==> src/rtl/vcmm_pkg.sv <==
// Package for the velocity command mode mapper.
// Holds the pipeline item type, mode and register codes, the arctangent table and clamps.
// Has no dependencies.
`default_nettype none

package vcmm_pkg;

	localparam int NUM_STEPS = 24;
	localparam int CORDIC_STEPS = 20;
	localparam int DEADBAND_RAW = 6;
	localparam int DEADBAND_SQ = 42;
	localparam int MAX_ACK_ANGLE = 45752;
	localparam int ROUND_BIAS = 8192;

	typedef enum logic [1:0] {
		MODE_STOP = 2'd0,
		MODE_OBLIQUE = 2'd1,
		MODE_SPIN = 2'd2,
		MODE_ACKERMANN = 2'd3
	} mode_t;

	typedef enum logic [2:0] {
		REG_COMMAND_HOLD = 3'd0,
		REG_WHEEL_BASE = 3'd1,
		REG_SPEED_LIMIT = 3'd2,
		REG_YAW_RATE_LIMIT = 3'd3,
		REG_OBLIQUE_STEER_LIMIT = 3'd4,
		REG_ACKERMANN_STEER_LIMIT = 3'd5,
		REG_MIN_TURN_RADIUS = 3'd6
	} cfg_reg_t;

	typedef struct packed {
		mode_t mode;
		logic signed [23:0] vx;
		logic signed [23:0] wz;
		logic vx_neg;
		logic ang_neg;
		logic y_zero;
		logic signed [50:0] cx;
		logic signed [50:0] cy;
		logic signed [32:0] cz;
		logic [47:0] rem;
		logic [48:0] res;
	} item_t;

	// Arctangent of 2^-idx in Q2.30 radians.
	function automatic logic [31:0] atan_entry(input int idx);
		case (idx)
			0: return 32'd843314857;
			1: return 32'd497837829;
			2: return 32'd263043837;
			3: return 32'd133525159;
			4: return 32'd67021687;
			5: return 32'd33543516;
			6: return 32'd16775851;
			7: return 32'd8388437;
			8: return 32'd4194283;
			9: return 32'd2097149;
			10: return 32'd1048576;
			11: return 32'd524288;
			12: return 32'd262144;
			13: return 32'd131072;
			14: return 32'd65536;
			15: return 32'd32768;
			16: return 32'd16384;
			17: return 32'd8192;
			18: return 32'd4096;
			19: return 32'd2048;
			default: return 32'd0;
		endcase
	endfunction

	function automatic logic signed [23:0] clamp_speed(input logic signed [25:0] v,
			input logic [22:0] lim);
		logic signed [25:0] l;
		l = $signed({3'b000, lim});
		if (v > l) begin
			return l[23:0];
		end else if (v < -l) begin
			return 24'(-l);
		end else begin
			return v[23:0];
		end
	endfunction

	function automatic logic signed [17:0] clamp_steer(input logic signed [18:0] v,
			input logic [16:0] lim);
		logic signed [18:0] l;
		l = $signed({2'b00, lim});
		if (v > l) begin
			return l[17:0];
		end else if (v < -l) begin
			return 18'(-l);
		end else begin
			return v[17:0];
		end
	endfunction

endpackage

`default_nettype wire

==> src/rtl/vcmm_iter.sv <==
// One pipeline stage of the shared square root and vectoring CORDIC.
// Each stage resolves one root digit and, in the first stages, one rotation.
// Depends on vcmm_pkg.
`default_nettype none

module vcmm_iter #(
	parameter int STEP = 0
) (
	input wire logic clk,
	input wire logic arst_n,
	input wire logic advance,
	input wire logic valid_i,
	input wire vcmm_pkg::item_t item_i,
	output logic valid_o,
	output vcmm_pkg::item_t item_o
);

	localparam logic [48:0] BITV = 49'(1) << (46 - 2 * STEP);
	localparam logic signed [32:0] ATAN = $signed({1'b0, vcmm_pkg::atan_entry(STEP)});

	logic valid_s1;
	vcmm_pkg::item_t item_s1;
	vcmm_pkg::item_t nxt;
	logic [48:0] trial;
	logic signed [50:0] xs;
	logic signed [50:0] ys;

	always_comb begin
		nxt = item_i;
		trial = item_i.res + BITV;
		if ({1'b0, item_i.rem} >= trial) begin
			nxt.rem = item_i.rem - trial[47:0];
			nxt.res = (item_i.res >> 1) + BITV;
		end else begin
			nxt.res = item_i.res >> 1;
		end
		xs = item_i.cx >>> STEP;
		ys = item_i.cy >>> STEP;
		if (STEP < vcmm_pkg::CORDIC_STEPS) begin
			if (!item_i.cy[50]) begin
				nxt.cx = item_i.cx + ys;
				nxt.cy = item_i.cy - xs;
				nxt.cz = item_i.cz + ATAN;
			end else begin
				nxt.cx = item_i.cx - ys;
				nxt.cy = item_i.cy + xs;
				nxt.cz = item_i.cz - ATAN;
			end
		end
	end

	always_ff @(posedge clk or negedge arst_n) begin
		if (!arst_n) begin
			valid_s1 <= 1'b0;
		end else if (advance) begin
			valid_s1 <= valid_i;
		end
	end

	always_ff @(posedge clk) begin
		if (advance) begin
			item_s1 <= nxt;
		end
	end

	assign valid_o = valid_s1;
	assign item_o = item_s1;

endmodule

`default_nettype wire

==> config.mk <==
export PLATFORM = sky130hd
export DESIGN_NAME = vcmm_iter
export DESIGN_NICKNAME = d
export VERILOG_FILES = /design/src/rtl/vcmm_pkg.sv /design/src/rtl/vcmm_iter.sv
export SDC_FILE = /design/constraint.sdc
export NUM_CORES = 1
export LEC_CHECK = 0
export BUFFER_PORTS_ARGS = -buffer_cell sky130_fd_sc_hd__buf_2
export CAP_MARGIN = 5
export CORE_AREA = 2 2 225 227
export CTS_CLUSTER_DIAMETER = 200
export DETAILED_ROUTE_END_ITERATION = 6
export DIE_AREA = 0 0 227 229
export PLACE_DENSITY = 0.74
export SLEW_MARGIN = 20
export SYNTH_ARGS = -nofsm -noshare
export SYNTH_HDL_FRONTEND = slang
export SYNTH_SLANG_ARGS = --single-unit
export TNS_END_PERCENT = 1
==> constraint.sdc <==
create_clock -name clk -period 1.05 [get_ports clk]
set_clock_uncertainty 0.15 [all_clocks]
set_input_delay 0.0525 -clock clk [delete_from_list [all_inputs] [get_ports clk]]
set_output_delay 0.0525 -clock clk [all_outputs]
set_load 0.01 [all_outputs]
==> results of run 1 <==
-- through the flow --
step / hold WS (ps) / worst slack (ps)
2_1_floorplan: -393.1 / -1770
3_3_place_gp: -322.5 / -2422
3_5_place_dp: -317.4 / -2480
4_1_cts: -186.8 / -1514
-- metal layers --
layer	GRT usage (%)	GRT overflow
met1	68.22	1
met2	81.03	0
met3	53.66	5
met4	54.17	1
met5	40.32	2
-- what timing repair did --
item                       4_1_cts
setup endpoints to repair      464
gates cloned                     0
pin swaps                       72
gates resized for setup        275
hold buffers                   157
setup buffers                   12
hold endpoints to repair       438
-- cells by family after synthesis --
| kind of cell | Yosys count | share of synthesized area, % |
|---|---|---|
| AOI/OAI and AO/OA | 796 | 21.79 |
| and+or+nand+nor | 595 | 12.29 |
| buffers and inverters | 329 | 5.515 |
| DFF | 285 | 36.96 |
| adders and majority gates | 252 | 13.79 |
| xor gates and xnor gates | 165 | 6.245 |
| muxes | 74 | 3.417 |
==> flow_metrics.env, run 1 <==
export IMPL_status="stopped before the end"
export IMPL_haltStage="global routing (5_1_grt)"
export IMPL_error_message="[ERROR GRT-0232] Routing congestion too high. Check the congestion heatmap in the GUI."
export IMPL_start_util_pct=46.60
export IMPL_syn_nets=3037
export IMPL_grt_ovfl_total=9
export IMPL_syn_area_um2=23140
export IMPL_synth_edff_count=284
export IMPL_ys_top_cells_by_count="edfxtp_1, a21oi_1, ha_1"
export IMPL_ios=575
export IMPL_antenna_found_initial=54
export IMPL_synth_cells=2496
export IMPL_dp_cells=4592
export IMPL_seq_area_frac_synth_pct=36.96
export IMPL_gp_congestion=1.041
export IMPL_ctsLongestPathBuffers=3
export IMPL_portBuffers=574
export IMPL_yosys_area_top_type_share_pct=36.86
export IMPL_async_reset_ff_share_pct=0.3509
export IMPL_syn_avg_cell_area_um2=9.271
export IMPL_grt_max_degree=81
export IMPL_worstEndpointType="register input"
export IMPL_synthTopCellsByArea="edfxtp_1, ha_1, a21oi_1"
export IMPL_yosys_register_bits=285
export IMPL_worst_endpoint="item_o[228]$_DFFE_PP_/D"
export IMPL_die_w_um=227
export IMPL_synth_top_area_cell="edfxtp_1"
export IMPL_cts_sinks=285
export IMPL_cts_htree_levels=2
export IMPL_rows=82
export IMPL_dp_hpwl_um=85190
export IMPL_ys_flop_type="edfxtp_1"
export IMPL_cts_root_buf="clkbuf_16"
export IMPL_cts_made_buffers=34
export IMPL_synth_most_common_cell="edfxtp_1"
export IMPL_dpl_cell_area_um2=33880
export IMPL_ys_warnings_count=0
export IMPL_die_h_um=229
export IMPL_ys_types=87
export IMPL_grt_total_usage_pct=66.09
==> inputs of run 2 (changes only) <==
--- a/config.mk
+++ b/config.mk
@@ -7,11 +7,9 @@
 export LEC_CHECK = 0
 export BUFFER_PORTS_ARGS = -buffer_cell sky130_fd_sc_hd__buf_2
 export CAP_MARGIN = 5
-export CORE_AREA = 2 2 225 227
-export CTS_CLUSTER_DIAMETER = 200
+export CORE_UTILIZATION = 35
 export DETAILED_ROUTE_END_ITERATION = 6
-export DIE_AREA = 0 0 227 229
-export PLACE_DENSITY = 0.74
+export PLACE_DENSITY_LB_ADDON = 0.15
 export SLEW_MARGIN = 20
 export SYNTH_ARGS = -nofsm -noshare
 export SYNTH_HDL_FRONTEND = slang
==> run 2 against run 1 <==
Against the previous run: the flow now finishes, with violations (hold timing, setup timing); synthesized cell count unchanged; synthesized area did not move.
==> flow_metrics.env, run 2 <==
export IMPL_status="complete, but fails checks"
export IMPL_violations="hold timing, setup timing"
export IMPL_r2r_end="valid_o$_DFFE_PN0P_"
export IMPL_leakagePower_uw=0.01796
export IMPL_setup_ws_ps=-1592
export IMPL_multi_input_area_um2=14900
export IMPL_finalSetupViolCount=747
export IMPL_max_freq_mhz=378.5
export IMPL_first_iter_violations=1792
export IMPL_drt_wirelength_per_cell_um=21.23
export IMPL_ctsLongestPathBuffers=3
export IMPL_synth_top_area_cell="edfxtp_1"
export IMPL_hold_end="item_o[0]$_DFFE_PP_"
export IMPL_grt_max_degree=67
export IMPL_grt_pass1_wl_um=155900
export IMPL_final_cell_mix="buf_4, buf_2, edfxtp_1"
export IMPL_synth_most_common_cell="edfxtp_1"
export IMPL_cts_root_buf="clkbuf_16"
export IMPL_grt_total_usage_pct=30.32
export IMPL_via_per_inst=5.142
export IMPL_ys_flop_type="edfxtp_1"
export IMPL_utilization_pct=59.35
export IMPL_async_reset_ff_share_pct=0.3509
export IMPL_fin_crit_sh_pct=251.6
export IMPL_cts_tree="done"
export IMPL_ant_nets=0
export IMPL_ys_top_cells_by_count="edfxtp_1, a21oi_1, ha_1"
export IMPL_start_util_pct=35.64
export IMPL_grt_pass1_vias=26350
export IMPL_gp_congestion=0.9735
export IMPL_ff_latch_area_um2=8553
export IMPL_yosys_register_bits=285
export IMPL_cts_made_buffers=36
export IMPL_critPathLaunchType="primary input"
export IMPL_tightest_slew_ps=560.4
export IMPL_ys_types=87
export IMPL_p_per_area_nw_per_um2=1226
export IMPL_hp_start="item_i[1]"
export IMPL_syn_avg_cell_area_um2=9.271
export IMPL_timing_final_max_slew_violations=0
export IMPL_whs_ps=-378.2
export IMPL_cts_htree_levels=2
export IMPL_clk_latency_ps=550
export IMPL_critPathMaxFanout=4
export IMPL_hold_depth=1
export IMPL_syn_area_um2=23140
export IMPL_cts_sinks=285
export IMPL_dieArea_um2=67150
export IMPL_dp_hpwl_um=86190
export IMPL_portBuffers=574
export IMPL_synthTopCellsByArea="edfxtp_1, ha_1, a21oi_1"
export IMPL_nets=4657
export IMPL_rows=93
export IMPL_peakVddDrop_v=0.0008822
export IMPL_clk_pin_slew_ps=60
export IMPL_finalWorstPathRequiredPeriod_ps=2642
export IMPL_rr_startpoint="valid_o$_DFFE_PN0P_"
export IMPL_post_place_ws_ps=-2423
export IMPL_layout_drive_gt1_share_pct=45.98
export IMPL_endpoint_kind="flip-flop"
export IMPL_critical_path_class="primary input to flip-flop"
export IMPL_arrival_ps=2790
export IMPL_syn_nets=3037
export IMPL_synth_cells=2496
export IMPL_seq_area_frac_synth_pct=36.96
export IMPL_r2r_setup_slack_ps=170
export IMPL_firstDrtPassIters=5
export IMPL_finalSetupTns_ps=-331090
export IMPL_crit_chain="buf_8 > buf_6 > ha_4 > or3_4 > o221a_4 > o31ai_4 > o311ai_1 > buf_4 > a221o_1 > a31o_4 > a41oi_4 > mux2i_2 > xnor2_1"
export IMPL_finalHoldViolations=32
export IMPL_antenna_found_initial=16
export IMPL_fillCellCount=5805
export IMPL_critPathSlowestCell="or3_4"
export IMPL_max_stage_delay_ps=360
export IMPL_synth_edff_count=284
export IMPL_die_w_um=259.1
export IMPL_ys_warnings_count=0
export IMPL_final_common_cell="buf_4"
export IMPL_core_um2=64930
export IMPL_die_h_um=259.1
export IMPL_ff2ff_path_depth=1
export IMPL_vias=25740
export IMPL_cap_violations=0
export IMPL_slew_limit_headroom_pct=62.25
export IMPL_ios=575
export IMPL_yosys_area_top_type_share_pct=36.86
export IMPL_wl_um=106300
export IMPL_drc_errors=0
export IMPL_grt_setup_unrepaired="yes"
export IMPL_synthToLayoutAreaGrowth_pct=66.53
export IMPL_hold_class="primary input to flip-flop"
export IMPL_largest_reg_flops=284
export IMPL_grt_ovfl_total=0
export IMPL_cp_required_ps=1200
-- run 2: cell counts after synthesis --
No cell type changed its count.
-- run 2: cell families after synthesis --
logic type	share of synthesized area, %
multiplexers	3.417
XOR/XNOR	6.245
AO/OA/AOI/OAI	21.79
AND/OR/NAND/NOR	12.29
buffers and inverters	5.515
adder cells (fa/ha/maj)	13.79
flip-flops	36.96
-- run 2: metal layers --
layer,vias to the layer above,track usage [%],share of wire (%)
met4,10,10.06,3.6
met2,819,55.64,51
met3,172,4.364,5.4
met1,12370,35.90,40
met5,-,0,0.060
li1,12370,-,-
-- run 2: worst max path at each step --
stage	end	cells after the start	slack [ps]	start
after floorplan	item_o[123]$_DFFE_PP_	14	-1770	item_i[180]
after global placement	item_o[225]$_DFFE_PP_	16	-2430	item_i[135]
after detailed placement	item_o[221]$_DFFE_PP_	15	-2420	item_i[149]
after CTS	item_o[179]$_DFFE_PP_	13	-1660	item_i[133]
after global routing	item_o[177]$_DFFE_PP_	13	-1640	item_i[133]
final	item_o[179]$_DFFE_PP_	13	-1590	item_i[133]
-- run 2: cell type report --
cell class              instances  area share [%]
flip-flops and latches        285           22.20
inverters                     235           2.328
repair buffers               1676           31.10
clock inverters                26          0.5163
multi-input cells            1882           38.67
well taps                     855           2.776
clock buffers                  39           2.367
diodes                          8         0.05195
-- run 2: power by group --
| group | switching, µW | leakage, µW | internal, µW |
|---|---|---|---|
| Sequential | 595 | 0.00279 | 14500 |
| Combinational | 10400 | 0.0146 | 9610 |
| Clock | 5570 | 0.000546 | 6640 |
-- run 2: through the flow --
| stage | cell area (µm²) | total power [µW] | std cells | hold slack (ps) |
|---|---|---|---|---|
| floorplan | 23280 | 23070 | 2496 | -393.1 |
| global placement | 33990 | 33030 | 4764 | -323.4 |
| detailed placement | 33990 | 33100 | 4764 | -322.6 |
| CTS | 37740 | 46740 | 4989 | -390.2 |
| global route | 38530 | 49280 | 5006 | -392.1 |
| finish | 38530 | 47260 | 5006 | -378.2 |
-- run 2: critical path, delay by kind of cell --
| family | cells | cell delay [ps] |
|---|---|---|
| xor gates and xnor gates | 1 | 130 |
| buffers and inverters | 3 | 410 |
| muxes | 1 | 120 |
| adders and majority gates | 1 | 150 |
| and+or+nand+nor | 1 | 360 |
| AOI/OAI and AO/OA | 6 | 1560 |
-- run 2: what timing repair did --
item                                   4_1_cts  5_1_grt
endpoints found under the hold margin      448       63
gates resized for setup                    255      161
pin swaps                                   66       54
hold buffers                               156        6
setup endpoints to repair                  466      750
buffers inserted                             4        3
Power figures use the tool's default switching activity.
==> inputs of run 3 (changes only) <==
--- a/config.mk
+++ b/config.mk
@@ -7,7 +7,9 @@
 export LEC_CHECK = 0
 export BUFFER_PORTS_ARGS = -buffer_cell sky130_fd_sc_hd__buf_2
 export CAP_MARGIN = 5
-export CORE_UTILIZATION = 35
+export CELL_PAD_IN_SITES_DETAIL_PLACEMENT = 1
+export CELL_PAD_IN_SITES_GLOBAL_PLACEMENT = 2
+export CORE_UTILIZATION = 33
 export DETAILED_ROUTE_END_ITERATION = 6
 export PLACE_DENSITY_LB_ADDON = 0.15
 export SLEW_MARGIN = 20
==> run 3 against run 2 <==
Against the previous run: the run still ends with hold timing, setup timing left; fmax decreased by 3.4%; worst hold slack improved by 250 ps; combinational power increased by 11%; clock power increased by 6%; final cell count increased by 3.0%; critical path type unchanged; largest cell class unchanged; largest power group unchanged.
==> flow_metrics.env, run 3 (synthesized netlist as in run 2, its figures left out) <==
export IMPL_finalHoldViolations=29
export IMPL_final_cell_mix="buf_4, buf_2, edfxtp_1"
export IMPL_r2r_setup_slack_ps=140
export IMPL_cts_sinks=285
export IMPL_dp_hpwl_um=97330
export IMPL_p_per_area_nw_per_um2=1250
export IMPL_cap_violations=0
export IMPL_start_util_pct=33.56
export IMPL_r2r_end="valid_o$_DFFE_PN0P_"
export IMPL_drc_errors=0
export IMPL_ant_nets=0
export IMPL_slew_limit_headroom_pct=54.66
export IMPL_fin_crit_sh_pct=260.3
export IMPL_grt_ovfl_total=0
export IMPL_finalSetupTns_ps=-365810
export IMPL_die_h_um=266.8
export IMPL_antenna_found_initial=27
export IMPL_status="complete, but fails checks"
export IMPL_grt_total_usage_pct=33.84
export IMPL_grt_max_degree=76
export IMPL_timing_final_max_slew_violations=0
export IMPL_max_freq_mhz=365.8
export IMPL_firstDrtPassIters=5
export IMPL_hp_start="item_i[128]"
export IMPL_total_power_uw=50230
export IMPL_dp_cells=4875
export IMPL_arrival_ps=2920
export IMPL_finalWorstPathRequiredPeriod_ps=2734
export IMPL_tightest_slew_ps=680.1
export IMPL_first_iter_violations=1695
export IMPL_cts_root_buf="clkbuf_16"
export IMPL_clk_pin_slew_ps=60
export IMPL_hold_class="primary input to flip-flop"
export IMPL_stdcell_count=5158
export IMPL_critPathLaunchType="primary input"
export IMPL_die_w_um=266.8
export IMPL_dieArea_um2=71180
export IMPL_cts_made_buffers=36
export IMPL_layout_drive_gt1_share_pct=48.60
export IMPL_hold_depth=3
export IMPL_rr_startpoint="valid_o$_DFFE_PN0P_"
export IMPL_ctsLongestPathBuffers=3
export IMPL_grt_setup_unrepaired="yes"
export IMPL_peakVddDrop_v=0.001159
export IMPL_nets=4721
export IMPL_utilization_pct=58.27
export IMPL_via_per_inst=5.315
export IMPL_ios=575
export IMPL_critical_path_class="primary input to flip-flop"
export IMPL_clk_latency_ps=560
export IMPL_drt_wirelength_per_cell_um=25.45
export IMPL_cts_tree="done"
export IMPL_leakagePower_uw=0.01849
export IMPL_grt_pass1_wl_um=182100
export IMPL_critPathMaxFanout=4
export IMPL_cp_required_ps=1230
export IMPL_hold_end="item_o[128]$_DFFE_PP_"
export IMPL_gp_congestion=0.9495
export IMPL_setup_ws_ps=-1684
export IMPL_synthToLayoutAreaGrowth_pct=73.61
export IMPL_cts_htree_levels=2
export IMPL_whs_ps=-131.9
export IMPL_final_common_cell="buf_4"
export IMPL_endpoint_kind="flip-flop"
export IMPL_portBuffers=574
export IMPL_vias=27410
export IMPL_core_um2=68950
export IMPL_rows=96
export IMPL_violations="hold timing, setup timing"
export IMPL_ff2ff_path_depth=1
export IMPL_largest_reg_flops=284
export IMPL_grt_pass1_vias=29130
export IMPL_finalSetupViolCount=633
export IMPL_wl_um=131300
-- run 3: timing repair --
item,4_1_cts,5_1_grt
gates resized for setup,293,315
cloned,0,5
setup endpoints to repair,466,750
buffers inserted,4,26
pin swaps,68,108
endpoints found under the hold margin,369,59
hold buffers,154,11
-- run 3: layer usage --
metal / vias up / share of wire [%] / global-route usage [%]
li1: 12520 / - / -
met5: - / 0.061 / 0
met4: 10 / 6.4 / 19.00
met1: 13480 / 38 / 38.45
met2: 1050 / 49 / 59.99
met3: 352 / 6.2 / 5.499
-- run 3: worst max-delay path, stage by stage --
cell,delay (ps)
buf_2,180
inv_1,140
ha_4,270
buf_4,140
nand2_1,70
o21ai_1,110
a21o_1,200
a211o_1,320
o211ai_1,220
nand2_1,160
a21oi_2,230
o21bai_4,110
buf_4,150
a31oi_1,240
nor3_1,130
buf_4,170
-- run 3: worst max path at each step --
stage                       endpoint         from  cells past startpoint  slack (ps)
3_3_place_gp   item_o[159]$_DFFE_PP_  item_i[133]                     14       -2750
2_1_floorplan  item_o[123]$_DFFE_PP_  item_i[180]                     14       -1770
4_1_cts        item_o[179]$_DFFE_PP_  item_i[135]                     13       -1690
3_5_place_dp   item_o[155]$_DFFE_PP_  item_i[133]                     14       -2750
6_report        item_o[96]$_DFFE_PP_   item_i[14]                     16       -1680
5_1_grt         item_o[96]$_DFFE_PP_   item_i[16]                     15       -1650
-- run 3: power by group --
part | total, µW | leakage [µW] | switching [µW] | internal, µW
clock | 12900 | 0.000547 | 5780 | 7080
sequential | 15300 | 0.00279 | 789 | 14500
combinational | 22100 | 0.0152 | 11800 | 10400
total | 50200 | 0.0185 | 18300 | 31900
-- run 3: through the flow --
| stage | hold slack [ps] | worst slack (ps) | instance area (µm²) |
|---|---|---|---|
| after floorplan | -393.1 | -1770 | 23280 |
| after global placement | -283.3 | -2754 | 34330 |
| after detailed placement | -287.1 | -2747 | 34330 |
| after CTS | -367.6 | -1687 | 38330 |
| after global routing | -124.1 | -1654 | 40170 |
| final | -131.9 | -1684 | 40170 |
-- run 3: cell type report --
type | count | area (µm²)
Antenna cell | 23 | 57.56
Clock buffer | 40 | 915.9
Clock inverter | 22 | 216.5
Fill cell | 7935 | 28770
Inverter | 235 | 902.1
Multi-Input combinational cell | 1883 | 15670
Sequential cell | 285 | 8553
Tap cell | 931 | 1165
Timing Repair Buffer | 1739 | 12690
